### config.mk
export PLATFORM = sky130hd
export DESIGN_NAME = camera_format_to_rgb_converter_top
export DESIGN_NICKNAME = d
export VERILOG_FILES = /design/src/hw/rtl/cfrc_pkg.sv /design/src/hw/rtl/cfrc_front.sv /design/src/hw/rtl/cfrc_queue.sv /design/src/hw/rtl/cfrc_back.sv /design/src/hw/rtl/camera_format_to_rgb_converter_top.sv
export SDC_FILE = /design/constraint.sdc
export NUM_CORES = 1
export LEC_CHECK = 0
export ABC_CLOCK_PERIOD_IN_PS = 8400
export BUFFER_PORTS_ARGS = -buffer_cell sky130_fd_sc_hd__buf_2
export CAP_MARGIN = 0
export CORE_MARGIN = 2
export CORE_UTILIZATION = 35
export CTS_BUF_LIST = sky130_fd_sc_hd__clkbuf_8
export DETAILED_ROUTE_END_ITERATION = 12
export HOLD_SLACK_MARGIN = 0.05
export PLACE_DENSITY = 0.64
export SETUP_SLACK_MARGIN = 0.3
export SKIP_CTS_REPAIR_TIMING = 1
export SYNTH_ARGS = -nofsm -noshare
export SYNTH_HDL_FRONTEND = slang
export SYNTH_SLANG_ARGS = --single-unit
### constraint.sdc
create_clock -name clk -period 8.4 [get_ports clk]
set_clock_uncertainty 0.2 [all_clocks]
set_input_delay 1.68 -clock clk [delete_from_list [all_inputs] [get_ports clk]]
set_output_delay 1.68 -clock clk [all_outputs]
set_load 0.1 [all_outputs]
### src/hw/rtl/cfrc_pkg.sv
package cfrc_pkg;

    // Source pixel formats held in the pixel_format register
    typedef enum logic [2:0] {
        FMT_RGB8   = 3'd0,
        FMT_YUV444 = 3'd1,
        FMT_YUV422 = 3'd2,
        FMT_MONO8  = 3'd3,
        FMT_RGB16  = 3'd4
    } cfrc_fmt_t;

    // Register map
    localparam int CFG_ADDR_W = 3;
    localparam int CFG_DATA_W = 32;
    localparam int FMT_W      = 3;

    // Work item passed from the front to the back through the queue.
    // For YUV work c0/c1/c2 are Y/U/V, otherwise they are R/G/B.
    typedef struct packed {
        logic       yuv;
        logic [7:0] c0;
        logic [7:0] c1;
        logic [7:0] c2;
        logic       last;
    } cfrc_entry_t;

    // BT.601 coefficients, 16.16 fixed point
    localparam int COEF_W = 19;
    localparam logic signed [COEF_W-1:0] K_Y  = 19'sd76312;
    localparam logic signed [COEF_W-1:0] K_RV = 19'sd104597;
    localparam logic signed [COEF_W-1:0] K_GU = -19'sd25674;
    localparam logic signed [COEF_W-1:0] K_GV = -19'sd53279;
    localparam logic signed [COEF_W-1:0] K_BU = 19'sd132201;

    localparam logic [8:0] Y_OFFSET = 9'd16;
    localparam logic [8:0] C_OFFSET = 9'd128;

endpackage

### src/hw/rtl/cfrc_front.sv
module cfrc_front (
    input  logic                 clk,
    input  logic                 rst_n,
    input  cfrc_pkg::cfrc_fmt_t  fmt,
    input  logic                 cfg_wr,
    input  logic                 raw_valid,
    output logic                 raw_ready,
    input  logic [15:0]          raw_word,
    input  logic                 frame_last,
    input  logic                 q_full,
    output logic                 q_push,
    output cfrc_pkg::cfrc_entry_t q_data
);
    import cfrc_pkg::*;

    logic [1:0] byte_phase_reg, byte_phase_next;
    logic [7:0] held_first_reg, held_first_next;
    logic [7:0] held_second_reg, held_second_next;
    logic       accept;
    logic       emit;
    logic [7:0] b8;
    logic [7:0] bsel;

    assign raw_ready = !q_full;
    assign accept    = raw_valid && raw_ready;
    assign b8        = raw_word[7:0];
    assign bsel      = (fmt == FMT_RGB16) ? raw_word[15:8] : raw_word[7:0];
    assign q_push    = accept && emit;

    // Classify the word against the byte phase and build the work item
    always_comb
    begin
        byte_phase_next  = byte_phase_reg;
        held_first_next  = held_first_reg;
        held_second_next = held_second_reg;
        emit             = 1'b0;
        q_data.yuv       = 1'b0;
        q_data.c0        = held_first_reg;
        q_data.c1        = held_second_reg;
        q_data.c2        = bsel;
        q_data.last      = frame_last;
        if (accept)
        begin
            case (fmt)
                FMT_RGB8, FMT_RGB16, FMT_YUV444:
                begin
                    case (byte_phase_reg)
                        2'd0:
                        begin
                            held_first_next = bsel;
                            byte_phase_next = 2'd1;
                        end
                        2'd1:
                        begin
                            held_second_next = bsel;
                            byte_phase_next  = 2'd2;
                        end
                        default:
                        begin
                            // Complete the triple; u,y,v order for YUV
                            emit            = 1'b1;
                            byte_phase_next = 2'd0;
                            if (fmt == FMT_YUV444)
                            begin
                                q_data.yuv = 1'b1;
                                q_data.c0  = held_second_reg;
                                q_data.c1  = held_first_reg;
                            end
                        end
                    endcase
                end
                FMT_YUV422:
                begin
                    case (byte_phase_reg)
                        2'd0:
                        begin
                            held_first_next = b8;
                            byte_phase_next = 2'd1;
                        end
                        2'd1:
                        begin
                            held_second_next = b8;
                            byte_phase_next  = 2'd2;
                        end
                        2'd2:
                        begin
                            // First pixel: y0 with u and this v; keep v for y1
                            emit             = 1'b1;
                            q_data.yuv       = 1'b1;
                            q_data.c0        = held_second_reg;
                            q_data.c1        = held_first_reg;
                            q_data.c2        = b8;
                            held_second_next = b8;
                            byte_phase_next  = 2'd3;
                        end
                        default:
                        begin
                            // Second pixel: y1 with shared u and v
                            emit            = 1'b1;
                            q_data.yuv      = 1'b1;
                            q_data.c0       = b8;
                            q_data.c1       = held_first_reg;
                            q_data.c2       = held_second_reg;
                            byte_phase_next = 2'd0;
                        end
                    endcase
                end
                FMT_MONO8:
                begin
                    emit            = 1'b1;
                    q_data.c0       = b8;
                    q_data.c1       = b8;
                    q_data.c2       = b8;
                    byte_phase_next = 2'd0;
                end
                default:
                begin
                    emit = 1'b0;
                end
            endcase
            if (frame_last)
            begin
                byte_phase_next = 2'd0;
            end
        end
        if (cfg_wr)
        begin
            byte_phase_next = 2'd0;
        end
    end

    // Hold phase and group bytes
    always_ff @(posedge clk or negedge rst_n)
    begin
        if (!rst_n)
        begin
            byte_phase_reg  <= 2'd0;
            held_first_reg  <= 8'd0;
            held_second_reg <= 8'd0;
        end
        else
        begin
            byte_phase_reg  <= byte_phase_next;
            held_first_reg  <= held_first_next;
            held_second_reg <= held_second_next;
        end
    end

endmodule

### src/hw/rtl/cfrc_queue.sv
module cfrc_queue #(
    parameter int DEPTH = 4
) (
    input  logic                  clk,
    input  logic                  rst_n,
    input  logic                  push,
    input  cfrc_pkg::cfrc_entry_t push_data,
    output logic                  full,
    input  logic                  pop,
    output logic                  valid,
    output cfrc_pkg::cfrc_entry_t pop_data
);
    import cfrc_pkg::*;

    localparam int PTR_W = (DEPTH > 1) ? $clog2(DEPTH) : 1;
    localparam int CNT_W = $clog2(DEPTH + 1);
    localparam logic [PTR_W-1:0] LAST_PTR = PTR_W'(DEPTH - 1);
    localparam logic [CNT_W-1:0] FULL_CNT = CNT_W'(DEPTH);

    cfrc_entry_t      slot_reg [DEPTH];
    logic [PTR_W-1:0] wr_ptr_reg, wr_ptr_next;
    logic [PTR_W-1:0] rd_ptr_reg, rd_ptr_next;
    logic [CNT_W-1:0] count_reg, count_next;
    logic             do_push;
    logic             do_pop;

    assign full     = (count_reg == FULL_CNT);
    assign valid    = (count_reg != '0);
    assign pop_data = slot_reg[rd_ptr_reg];
    assign do_push  = push && !full;
    assign do_pop   = pop && valid;

    // Advance pointers with wrap and track the fill count
    always_comb
    begin
        wr_ptr_next = wr_ptr_reg;
        rd_ptr_next = rd_ptr_reg;
        count_next  = count_reg;
        if (do_push)
        begin
            wr_ptr_next = (wr_ptr_reg == LAST_PTR) ? '0 : wr_ptr_reg + 1'b1;
        end
        if (do_pop)
        begin
            rd_ptr_next = (rd_ptr_reg == LAST_PTR) ? '0 : rd_ptr_reg + 1'b1;
        end
        if (do_push && !do_pop)
        begin
            count_next = count_reg + 1'b1;
        end
        else if (do_pop && !do_push)
        begin
            count_next = count_reg - 1'b1;
        end
    end

    always_ff @(posedge clk or negedge rst_n)
    begin
        if (!rst_n)
        begin
            wr_ptr_reg <= '0;
            rd_ptr_reg <= '0;
            count_reg  <= '0;
        end
        else
        begin
            wr_ptr_reg <= wr_ptr_next;
            rd_ptr_reg <= rd_ptr_next;
            count_reg  <= count_next;
        end
    end

    // Store entries
    always_ff @(posedge clk)
    begin
        if (do_push)
        begin
            slot_reg[wr_ptr_reg] <= push_data;
        end
    end

endmodule

### src/hw/rtl/cfrc_back.sv
module cfrc_back (
    input  logic                  clk,
    input  logic                  rst_n,
    input  logic                  q_valid,
    input  cfrc_pkg::cfrc_entry_t q_data,
    output logic                  q_pop,
    output logic                  pix_valid,
    input  logic                  pix_ready,
    output logic [7:0]            red,
    output logic [7:0]            green,
    output logic [7:0]            blue,
    output logic                  last_pixel
);
    import cfrc_pkg::*;

    localparam int IN_W   = 9;
    localparam int PROD_W = COEF_W + IN_W;
    localparam int SUM_W  = PROD_W + 2;

    // Stage 1: products
    logic                     s1_valid_reg, s1_valid_next;
    cfrc_entry_t              s1_item_reg;
    logic signed [PROD_W-1:0] p_y_reg, p_rv_reg, p_gu_reg, p_gv_reg, p_bu_reg;
    logic signed [PROD_W-1:0] p_y_next, p_rv_next, p_gu_next, p_gv_next, p_bu_next;
    logic signed [IN_W-1:0]   y_s, u_s, v_s;

    // Stage 2: output register
    logic                     out_valid_reg, out_valid_next;
    logic [7:0]               red_reg, green_reg, blue_reg;
    logic [7:0]               red_next, green_next, blue_next;
    logic                     last_reg;
    logic signed [SUM_W-1:0]  sum_r, sum_g, sum_b;

    logic out_free;
    logic s1_take;

    function automatic logic [7:0] clamp_shift(input logic signed [SUM_W-1:0] s);
        logic [7:0] res;
        if (s[SUM_W-1])
        begin
            res = 8'd0;
        end
        else if (|s[SUM_W-2:24])
        begin
            res = 8'hFF;
        end
        else
        begin
            res = s[23:16];
        end
        return res;
    endfunction

    assign out_free = !out_valid_reg || pix_ready;
    assign s1_take  = !s1_valid_reg || out_free;
    assign q_pop    = q_valid && s1_take;

    // Remove offsets and form the coefficient products
    always_comb
    begin
        y_s       = signed'({1'b0, q_data.c0} - Y_OFFSET);
        u_s       = signed'({1'b0, q_data.c1} - C_OFFSET);
        v_s       = signed'({1'b0, q_data.c2} - C_OFFSET);
        p_y_next  = PROD_W'(K_Y)  * PROD_W'(y_s);
        p_rv_next = PROD_W'(K_RV) * PROD_W'(v_s);
        p_gu_next = PROD_W'(K_GU) * PROD_W'(u_s);
        p_gv_next = PROD_W'(K_GV) * PROD_W'(v_s);
        p_bu_next = PROD_W'(K_BU) * PROD_W'(u_s);
        s1_valid_next = s1_take ? q_valid : s1_valid_reg;
    end

    // Sum, floor-shift and clamp, or pass bytes through
    always_comb
    begin
        sum_r = SUM_W'(p_y_reg) + SUM_W'(p_rv_reg);
        sum_g = SUM_W'(p_y_reg) + SUM_W'(p_gu_reg) + SUM_W'(p_gv_reg);
        sum_b = SUM_W'(p_y_reg) + SUM_W'(p_bu_reg);
        if (s1_item_reg.yuv)
        begin
            red_next   = clamp_shift(sum_r);
            green_next = clamp_shift(sum_g);
            blue_next  = clamp_shift(sum_b);
        end
        else
        begin
            red_next   = s1_item_reg.c0;
            green_next = s1_item_reg.c1;
            blue_next  = s1_item_reg.c2;
        end
        out_valid_next = out_free ? s1_valid_reg : out_valid_reg;
    end

    always_ff @(posedge clk or negedge rst_n)
    begin
        if (!rst_n)
        begin
            s1_valid_reg  <= 1'b0;
            out_valid_reg <= 1'b0;
        end
        else
        begin
            s1_valid_reg  <= s1_valid_next;
            out_valid_reg <= out_valid_next;
        end
    end

    // Load stage 1 on pop
    always_ff @(posedge clk)
    begin
        if (q_pop)
        begin
            s1_item_reg <= q_data;
            p_y_reg     <= p_y_next;
            p_rv_reg    <= p_rv_next;
            p_gu_reg    <= p_gu_next;
            p_gv_reg    <= p_gv_next;
            p_bu_reg    <= p_bu_next;
        end
    end

    // Load the output register when it is free
    always_ff @(posedge clk)
    begin
        if (out_free && s1_valid_reg)
        begin
            red_reg   <= red_next;
            green_reg <= green_next;
            blue_reg  <= blue_next;
            last_reg  <= s1_item_reg.last;
        end
    end

    assign pix_valid  = out_valid_reg;
    assign red        = red_reg;
    assign green      = green_reg;
    assign blue       = blue_reg;
    assign last_pixel = last_reg;

endmodule

### src/hw/rtl/camera_format_to_rgb_converter_top.sv
// Channel   Handshake              Payload
// raw       raw_valid/raw_ready    raw_word[15:0], frame_last
// pix       pix_valid/pix_ready    red[7:0], green[7:0], blue[7:0], last_pixel
// cfg       psel/penable/pready    paddr, pwrite, pwdata, prdata (pixel_format)
//
// One raw word per cycle is taken while the work queue has room; a word that
// completes a pixel is written into the queue, popped into the stage-1 product
// registers and then loaded into the output register, from which it transfers.
// Sustained rate is one word per clock while pix_ready holds high; the queue
// feeds the two-stage multiply/clamp path. rst_n clears phase, queue, pipeline
// valids and format. A stalled pixel holds in the output register; the queue
// absorbs words until it fills, then raw_ready drops.
module camera_format_to_rgb_converter_top #(
    parameter int QUEUE_DEPTH = 4
) (
    input  logic                            clk,
    input  logic                            rst_n,
    input  logic                            psel,
    input  logic                            penable,
    input  logic                            pwrite,
    input  logic [cfrc_pkg::CFG_ADDR_W-1:0] paddr,
    input  logic [cfrc_pkg::CFG_DATA_W-1:0] pwdata,
    output logic [cfrc_pkg::CFG_DATA_W-1:0] prdata,
    output logic                            pready,
    input  logic                            raw_valid,
    output logic                            raw_ready,
    input  logic [15:0]                     raw_word,
    input  logic                            frame_last,
    output logic                            pix_valid,
    input  logic                            pix_ready,
    output logic [7:0]                      red,
    output logic [7:0]                      green,
    output logic [7:0]                      blue,
    output logic                            last_pixel
);
    import cfrc_pkg::*;

    cfrc_fmt_t   fmt_reg, fmt_next;
    logic        cfg_wr;
    logic        q_full;
    logic        q_push;
    logic        q_pop;
    logic        q_valid;
    cfrc_entry_t q_in;
    cfrc_entry_t q_out;

    // Register write: pixel_format answers at every address with paddr[2] low
    assign pready = 1'b1;
    assign cfg_wr = psel && penable && pwrite && pready && !paddr[2];
    assign fmt_next = cfg_wr ? cfrc_fmt_t'(pwdata[FMT_W-1:0]) : fmt_reg;
    assign prdata = paddr[2] ? '0 : CFG_DATA_W'(fmt_reg);

    always_ff @(posedge clk or negedge rst_n)
    begin
        if (!rst_n)
        begin
            fmt_reg <= FMT_RGB8;
        end
        else
        begin
            fmt_reg <= fmt_next;
        end
    end

    cfrc_front u_front (
        .clk        (clk),
        .rst_n      (rst_n),
        .fmt        (fmt_reg),
        .cfg_wr     (cfg_wr),
        .raw_valid  (raw_valid),
        .raw_ready  (raw_ready),
        .raw_word   (raw_word),
        .frame_last (frame_last),
        .q_full     (q_full),
        .q_push     (q_push),
        .q_data     (q_in)
    );

    cfrc_queue #(
        .DEPTH (QUEUE_DEPTH)
    ) u_queue (
        .clk       (clk),
        .rst_n     (rst_n),
        .push      (q_push),
        .push_data (q_in),
        .full      (q_full),
        .pop       (q_pop),
        .valid     (q_valid),
        .pop_data  (q_out)
    );

    cfrc_back u_back (
        .clk        (clk),
        .rst_n      (rst_n),
        .q_valid    (q_valid),
        .q_data     (q_out),
        .q_pop      (q_pop),
        .pix_valid  (pix_valid),
        .pix_ready  (pix_ready),
        .red        (red),
        .green      (green),
        .blue       (blue),
        .last_pixel (last_pixel)
    );

endmodule

======== Word level (Yosys, flattened, before mapping) ========
Memories as Yosys holds them, arrays and structs flattened.
Index checks and enable logic that the tools add are counted.
cells by class
  multiplexer cells ....................... 39
  $add $sub $neg .......................... 11
  multipliers ............................. 5
  reductions and logical operators ........ 36
  eq/ne operators ......................... 13
operators with widths
  kind                                               number
  2-to-1 mux 8 bit                                   14
  case mux 25 bit (2 select lines)                   1
  multiplier 15 x 9 -> 24 bit, first input constant  2
  case mux 16 bit (3 select lines)                   1
  case mux 8 bit (2 select lines)                    3
  2-to-1 mux 17 bit                                  2
  adder 27 x 28 -> 29 bit                            1
  adder 28 x 26 -> 29 bit                            1
  adder 27 x 25 -> 28 bit                            1
  adder 27 x 27 -> 28 bit                            1
  multiplier 19 x 9 -> 28 bit, first input constant  1
  multiplier 18 x 9 -> 27 bit, first input constant  1
  multiplier 17 x 9 -> 26 bit, first input constant  1
  2-to-1 mux 25 bit                                  1
  subtractor 8 x 8 -> 9 bit, second input constant   2
  OR reduction 5 bit                                 3
  case mux 2 bit (3 select lines)                    2
  logical AND 1 bit                                  11
  2-to-1 mux 2 bit                                   5
  2-to-1 mux 3 bit                                   3
  subtractor 8 x 5 -> 9 bit, second input constant   1
  inequality test 2 bit, second input constant       4
  AND reduction 4 bit                                2
  equality test 2 bit, second input constant         3
  other kinds (21)                                   37
word-level totals
  word-level logic and storage cells ...... 128
  memories ................................ 1
  register bits after elaboration ......... 210
  RAM bits ................................ 104
  input bits .............................. 59
memory list
  memory            words  width  rd ports  clocked after memory_dff  wr ports  line              text
  u_queue.slot_reg  4      26     1         0                         1         cfrc_queue.sv:20  cfrc_entry_t slot_reg [DEPTH];

======== Depth between registers and ports, before layout ========
  depth after elaboration ................. 11
  mapped depth ............................ 24
  gate-level depth less buffers ........... 22

======== Cells and area by module ========
A second synthesis with hierarchy kept.
unflattened totals
  cells, all modules ...................... 2111
  area total of the unflattened synthesis .. 25456.9 um^2
modules (own cells, without submodules)
  module                              sequential area each (um^2)  cells an instance  area each (um^2)  instances
  cfrc_back                           5064.9                       1692               19074.5           1
  cfrc_queue                          3298.2                       173                4264.1            1
  cfrc_front                          450.4                        203                1711.6            1
  camera_format_to_rgb_converter_top  75.1                         43                 406.6             1

======== Worst setup path after synthesis ========
No wires, ideal clock.
  kind .................................... input -> register
  start point ............................. in pix_ready
  end point ............................... reg u_queue.count_reg[1]
  stages .................................. 7
  data required time ...................... 8.075 ns
  data arrival time ....................... 10.192 ns
  slack ................................... -2.116 ns
  cell sequence ........................... nor2b_1 -> a21oi_1 -> inv_1 -> ha_1 -> inv_1 -> fa_1 -> mux2_2
on the way
  longest elaborated chain between the ends .. 7
  elaborated cells on any way between the ends .. 9
RTL lines
  element                    line                                      text
  from (decl)                camera_format_to_rgb_converter_top.sv:30  input logic pix_ready,
  logical OR 1 bit           cfrc_back.sv:54                           assign out_free = !out_valid_reg || pix_ready;
  logical OR 1 bit           cfrc_back.sv:55                           assign s1_take = !s1_valid_reg || out_free;
  logical AND 1 bit          cfrc_back.sv:56                           assign q_pop = q_valid && s1_take;
  via q_pop                  camera_format_to_rgb_converter_top.sv:42  logic q_pop;
  logical AND 1 bit          cfrc_queue.sv:31                          assign do_pop = pop && valid;
  zero test 1 bit            cfrc_queue.sv:47                          if (do_push && !do_pop)
  logical AND 1 bit          cfrc_queue.sv:47
  2-to-1 mux 3 bit           cfrc_queue.sv:47
  via u_queue.count_next[1]  cfrc_queue.sv:23                          logic [CNT_W-1:0] count_reg, count_next;
  to (signal assigned)       cfrc_queue.sv:69                          count_reg <= count_next;
  to (decl)                  cfrc_queue.sv:23
The timed path passes the listed nets, and every way through them passes these cells.
A chain may end at the register's enable or synchronous reset.

==> flow_summary_export.csv <==
group,metric,value,unit
outcome,outcome,"finished, final reports clean",
finish,final_common_cell,"ha_1",
hold_path,hold_path.class,"reg2reg",
finish,finalInstanceArea,28300,um^2
yosys,yosysSeqAreaShare,34.1,%
yosys,synth.largest_area_cell,"edfxtp_1",
yosys,syn_inst,2300,
clock_tree,htree_num_levels,2,
place,detailed_place_hpwl,48.0,mm
finish,seq_area,8890,um^2
timing,finalHoldViolCount,0,
yosys,synth_enable_flop_cells,271,
setup_path,critPathMaxFanout,25,
finish,most-common-layout-cells,"ha_1, inv_1, edfxtp_1, fa_1, a21oi_1",
finish,nets,3042,
global_route,grt_max_degree,79,
clock_tree,clk_latency,0.59,ns
place,dp.cells,3299,
flow_run,cap_violations,0,
yosys,synthDistinctLibCells,81,
timing,slew_headroom,21.4,%
global_route,grt_pass1_wl,97.2,mm
yosys,synth_area_leaders,"edfxtp_1, ha_1, fa_1",
setup_path,cp.arrival,7.40,ns
route,routed_via_density,5.17,
place,portBuffers,57,
timing,finalMaxSlewViolations,0,
setup_path,crit_type,"reg2reg",
finish,fillers,7169,
die,fp-row-count,100,
yosys,syn_area,26100,um^2
die,die_area,76800,um^2
finish,final_util,38.2,%
global_route,grt_pass1_vias,18052,
clock_tree,clk_path_buf_depth,3,
global_route,grt_use_total,16.0,%
yosys,yosys.area.top_type_share,31.2,%
global_route,antenna_found_initial,1,
clock_tree,cts_tree,"done",
finish,syn2layout_area_growth,8.46,%
clock_tree,clk_pin_slew,0.07,ns
route,ant_nets,0,
place,postPlaceCellArea,27500,um^2
timing,tns,0,ns
die,coreArea,74100,um^2
die,die_x,277,um
timing,fin_crit,7.27,ns
route,wl_per_cell,18.1,um
yosys,synth.ff_latch_count,301,
setup_path,startpoint_type,"flip-flop",
clock_tree,cts-buffers-inserted,47,
timing,rsz0062_at_grt,"no",
place,gp_congestion,0.913,
route,vias,17460,
setup_path,cp.required,8.53,ns
finish,stdcell_count,3378,
die,die_y,277,um
timing,max_freq,138,MHz
route,dr.pass1.iters,5,
die,ios,119,
yosys,ys_warn_count,0,
yosys,async_flop_share,9.97,%
finish,n_antenna_cell,0,
global_route,grt-ovfl-total,0,
setup_path,crit_path_end_kind,"flip-flop",
timing,finalSetupViolCount,0,
route,drc,0,
clock_tree,cts-root-buf,"clkbuf_8",
finish,multiInputGateArea,15800,um^2
yosys,synth_flop_cell,"edfxtp_1",
route,drt-total-wl,61.1,mm
timing,tightest_slew,1.18,ns
die,start_util,35.2,%
clock_tree,clock_sinks,301,
yosys,synth_area_per_cell,11.3,um^2
finish,largest_register_ffs,104,
timing,fin_crit_sh,86.6,%
route,drt-initial-drc-count,1079,
finish,drive_gt1_share,8.72,%
per-layer routing:
metal	track usage, %	wire, um	vias up
li1	-	-	8317
met1	21.8	27900	8598
met2	27.2	28900	461
met3	1.98	3060	84
met4	3.40	1200	0
met5	0	0	-
cells in the mapped netlist, types with 16 or more instances:
| cell | n |
|---|---|
| clkbuf_1 | 35 |
| o21ai_0 | 76 |
| o21a_1 | 19 |
| a21oi_1 | 149 |
| buf_4 | 30 |
| nand2b_1 | 16 |
| a21o_1 | 27 |
| xnor2_1 | 99 |
| mux4_2 | 26 |
| a31oi_1 | 23 |
| mux2i_1 | 17 |
| dfrtp_1 | 30 |
| xor2_1 | 29 |
| edfxtp_1 | 271 |
| inv_1 | 306 |
| nor2_1 | 129 |
| a211oi_1 | 17 |
| ha_1 | 432 |
| nor3_1 | 39 |
| a221oi_1 | 18 |
| nand3_1 | 27 |
| fa_1 | 172 |
| nand2_1 | 89 |
worst max-delay path, cell delays in order (launching register included):
cell and delay [ns]:
dfrtp_2 0.92, mux4_2 0.84, ha_1 0.46, ha_1 0.30, inv_1 0.05, fa_1 0.48
fa_1 0.55, inv_1 0.05, ha_1 0.33, ha_1 0.30, a21o_1 0.18, a21oi_1 0.22
o21bai_1 0.13, a21boi_0 0.59, o311ai_0 0.30, a2111oi_0 0.63, nor2_1 0.17, a31oi_1 0.23
xnor2_1 0.09
cells by family after synthesis:
kind of cell / Yosys count / synth area share [%]
AOI/OAI and AO/OA: 447 / 11.4
xor gates and xnor gates: 128 / 4.30
adders and majority gates: 604 / 33.9
buffers and inverters: 379 / 5.89
DFF: 301 / 34.1
muxes: 56 / 3.46
other: 2 / 0.0288
and+or+nand+nor: 383 / 6.97
layout make-up:
type | count | share of cell area, %
repair buffers | 73 | 1.43
clock buffers | 51 | 2.48
clock inverters | 28 | 0.539
inverters | 308 | 4.08
flip-flops and latches | 301 | 31.4
well taps | 969 | 4.28
multi-input cells | 1648 | 55.8
path summary, 6_finish.rpt:
| path | startpoint | end | slack (ns) | depth (start not counted) |
|---|---|---|---|---|
| max | u_queue.rd_ptr_reg[0] | u_back.p_rv_reg[25] | 1.13 | 18 |
| max in group asynchronous | rst_n | u_queue.rd_ptr_reg[0] | 6.52 | 1 |
| min | u_back.s1_item_reg[0] | u_back.last_pixel | 0.23 | 0 |
| min reg2reg | u_back.s1_item_reg[0] | u_back.last_pixel | 0.23 | 0 |
| min in group asynchronous | rst_n | fmt_reg[2] | 0.96 | 1 |
| max reg2reg | u_queue.rd_ptr_reg[0] | u_back.p_rv_reg[25] | 1.13 | 18 |
per-stage QoR:
stage	hold WS, ns	setup WS [ns]
6_report	0.226	1.13
5_1_grt	0.248	0.702
3_5_place_dp	0.206	1.12
2_1_floorplan	0.200	1.19
3_3_place_gp	0.213	1.16
4_1_cts	0.232	1.11
Power is not shown: default switching activity piles up to over one toggle a cycle in this logic, so the estimate is an artifact.
